--- config.mk ---
export PLATFORM = sky130hd
export DESIGN_NAME = lbfc_ram
export DESIGN_NICKNAME = d
export VERILOG_FILES = /design/src/lbfc_ram.sv
export SDC_FILE = /design/constraint.sdc
export NUM_CORES = 1
export LEC_CHECK = 0
export ABC_AREA = 1
export BUFFER_PORTS_ARGS = -buffer_cell sky130_fd_sc_hd__buf_2
export CORE_UTILIZATION = 43
export CTS_CLUSTER_DIAMETER = 30
export DETAILED_ROUTE_END_ITERATION = 8
export GPL_TIMING_DRIVEN = 0
export MAX_ROUTING_LAYER = met4
export SYNTH_ARGS = -nofsm -noshare
export SYNTH_HDL_FRONTEND = slang
export SYNTH_SLANG_ARGS = --single-unit
--- constraint.sdc ---
create_clock -name clk -period 1.16 [get_ports clk]
set_clock_uncertainty 0.2 [all_clocks]
set_input_delay 0.058 -clock clk [delete_from_list [all_inputs] [get_ports clk]]
set_output_delay 0.058 -clock clk [all_outputs]
set_load 0.005 [all_outputs]
--- src/lbfc_ram.sv ---
// ============================================================================
// lbfc_ram
// Simple dual-port synchronous RAM, one write and one registered read port.
// ============================================================================
`default_nettype none

module lbfc_ram #(
  parameter int DATA_W = 8,
  parameter int ADDR_W = 4
) (
  input  wire logic              clk,
  input  wire logic              we,
  input  wire logic [ADDR_W-1:0] waddr,
  input  wire logic [DATA_W-1:0] wdata,
  input  wire logic              re,
  input  wire logic [ADDR_W-1:0] raddr,
  output logic      [DATA_W-1:0] rdata
);

  localparam int DEPTH = 1 << ADDR_W;

  logic [DATA_W-1:0] mem [DEPTH];
  logic [DATA_W-1:0] rdata_r;

  always_ff @(posedge clk) begin
    if (we) begin
      mem[waddr] <= wdata;
    end
  end

  // Read-before-write on an address collision.
  always_ff @(posedge clk) begin
    if (re) begin
      rdata_r <= mem[raddr];
    end
  end

  assign rdata = rdata_r;

endmodule

`default_nettype wire

==> results.yml <==
critical_path:
  startpoint_type: "register"
  crit-reg2reg-launch: "mem[12][1]"
  slowest_stage: "edfxtp_1"
  crit_type: "register to register"
  slowest_delay_ns: 0.38
  timing.rr.end: "rdata[1]"
  path_common_cell: "nand2_1"
  cp_cell_sequence: "nand2_1, nand2_1, nand2_1, nand3_2, nand3_2, nand2_2"
  cp.arrival_ns: 1.28
  critPathCaptureType: "register"
  worstPathRequired_ns: 1.13
  ff2ff_path_depth: 6
  r2r_slack_ns: -0.16
  crit_fanout: 1
run_status:
  violations: "hold timing, setup timing"
  status: "finished, violations left"
clocking:
  clock_latency_ns: 0.42
  htreeDepth: 4
  path_clk_slew_ns: 0.06
  numCtsBuffers: 17
  hold_buffers: 9
  clock-root-buffer: "clkbuf_16"
  cts_buffer_depth: 2
  cts_setup_buffers: 0
  clock-sinks: 136
  cts_tree: "done"
run:
  cap_violations: 0
sta:
  fin_crit_sh_pct: 114
  min_period_ns: 1.32
  worst_slack_ns: -0.159
  max_freq_ghz: 0.758
  drv_slew: 0
  tightest_slew_ns: 0.592
  hold_violations: 1
  maxSlewHeadroom_pct: 60.5
  fin_hold_ws_ns: -0.0349
  finalSetupViolCount: 33
  grt_setup_unrepaired: "true"
floorplan:
  row_count: 42
  start_util_pct: 44.2
  die_h_um: 119
  core_mm2: 0.0132
  die_area_mm2: 0.0141
  die_w_um: 119
  boundaryPins: 27
global_routing:
  grt_overflow: 0
  grt_pass1_vias: 3896
  grt_first_pass_wirelength_mm: 22.2
  antenna_found_initial: 0
  grt_use_total_pct: 22.6
  grt_max_degree: 17
logic_synthesis:
  synth-edff-count: 136
  synthTopCellsByCount: "173 x nand2_1, 136 x edfxtp_1, 100 x inv_1"
  synth_most_common_cell: "nand2_1"
  yosys.area.top_type: "edfxtp_1"
  synth_cell_types: 11
  synth_area_mm2: 0.00585
  syn_area_per_cell_um2: 10.6
  synthTopCellsByArea: "edfxtp_1 70%, nand2_1 11%, nand3_1 8.3%"
  async_flop_share_pct: 0
  synthCells: 551
  ys.flop_type: "edfxtp_1"
  syn-num-nets: 570
  synth-seq-cells: 136
  yosysSeqAreaShare_pct: 69.8
  ys_warn_count: 0
  netlist.area_leader.share_pct: 69.8
power_and_ir_drop:
  p_leak_nw: 3.06
  ir_worst_vdd_uv: 1120
  p_per_area_mw_per_mm2: 1650
  design_power_total_mw: 11.9
routing:
  wl_per_cell_um: 18.2
  drc: 0
  via_per_inst: 5.03
  postRouteAntennaNets: 0
  finalWirelength_mm: 14.4
  drt_first_pass_iters: 4
  drtIter0Drc: 318
  vias: 3973
min_path:
  hp-start: "raddr[2]"
  hold_path_depth: 4
  hold_end: "rdata[6]"
  min_path_type: "input pin to register"
finish:
  n_antenna_cell: 0
  drive_above_1_share_pct: 25.7
  fin_util_pct: 54.6
  nNetsFinal: 621
  regArea_mm2: 0.00408
  area_growth_pct: 23.7
  fillerInstances: 1141
  final_area_mm2: 0.00723
  multiInputGateArea_mm2: 0.00156
  instances_no_fill: 790
placed_design:
  place_inst: 750
  place_hpwl_mm: 9.25
  io_buffer_count: 23
  place_area_mm2: 0.00619
  gp_congestion: 0.856
## critical path, delay by kind of cell (launching register included)
family           cells  cell delay [ns]
DFF                  1             0.38
and+or+nand+nor      6             0.48
## layout by cell type (no fill, tap or decap)
cell type and n:
bufinv_16 4, nand2_2 10, inv_2 4, nand3_1 44, nand2_1 163, clkinv_2 3
nand3b_1 2, clkinvlp_4 3, clkinv_4 2, nor2_2 12, buf_1 1, buf_6 6
buf_4 4, dlygate4sd3_1 9, edfxtp_1 136, nor2_1 1, buf_2 36, inv_1 98
nor2_4 4, clkbuf_16 17, nand3_2 53, clkinv_1 2
## per-layer routing
layer  vias to the layer above  GRT usage (%)  routed length, um
met1                      1909           29.7               6300
met5                         -              -                  0
met4                         0           11.2                495
li1                       1883              -                  -
met3                        30           4.58                978
met2                       151           33.3               6580
## metrics by stage
step                setup TNS, ns  setup WS [ns]
floorplan                   -4.05        -0.0488
global placement           -61.59         -0.648
detailed placement         -63.99         -0.636
CTS                         -1.28         -0.148
global route                -3.51         -0.207
finish                      -1.74         -0.159
## repair_timing
item,in CTS,in global routing
hold endpoints to repair,142,2
resized for setup,49,34
setup endpoints to repair,96,64
pin swaps,23,13
## cell type report
cell class	instances	share of cell area (%)
Buffer	24	2.30
Clock buffer	17	5.88
Clock inverter	14	2.53
Inverter	102	5.30
Multi-Input combinational cell	289	21.6
Sequential cell	136	56.5
Tap cell	176	3.05
Timing Repair Buffer	32	2.84
## flip-flops by register name, indices dropped and copies added (netlist names)
| signal | count |
|---|---|
| rdata | 8 |
| mem | 128 |
## power by group
group,switching (mW),internal (mW),total (mW),leakage [nW]
Combinational,0.585,0.263,0.848,1.53
Clock,1.98,3.55,5.54,0.290
Sequential,0.0262,5.54,5.56,1.24
## how the worst max path moves through the flow
stage,from,to,slack [ns],depth (start not counted)
finish,mem[12][1],rdata[1],-0.16,6
global route,mem[7][3],rdata[3],-0.21,6
CTS,mem[4][5],rdata[5],-0.15,6
detailed placement,waddr[3],mem[7][3],-0.64,3
global placement,waddr[3],mem[7][5],-0.65,3
floorplan,waddr[2],mem[10][0],-0.05,2
## logic make-up (layout without fill, tap and decap cells)
logic type,count (synthesis),after routing,share of synthesized area [%]
buffers and inverters,126,189,9.39
AND/OR/NAND/NOR,289,289,20.8
flip-flops,136,136,69.8
(Power assumes the default switching activity.)
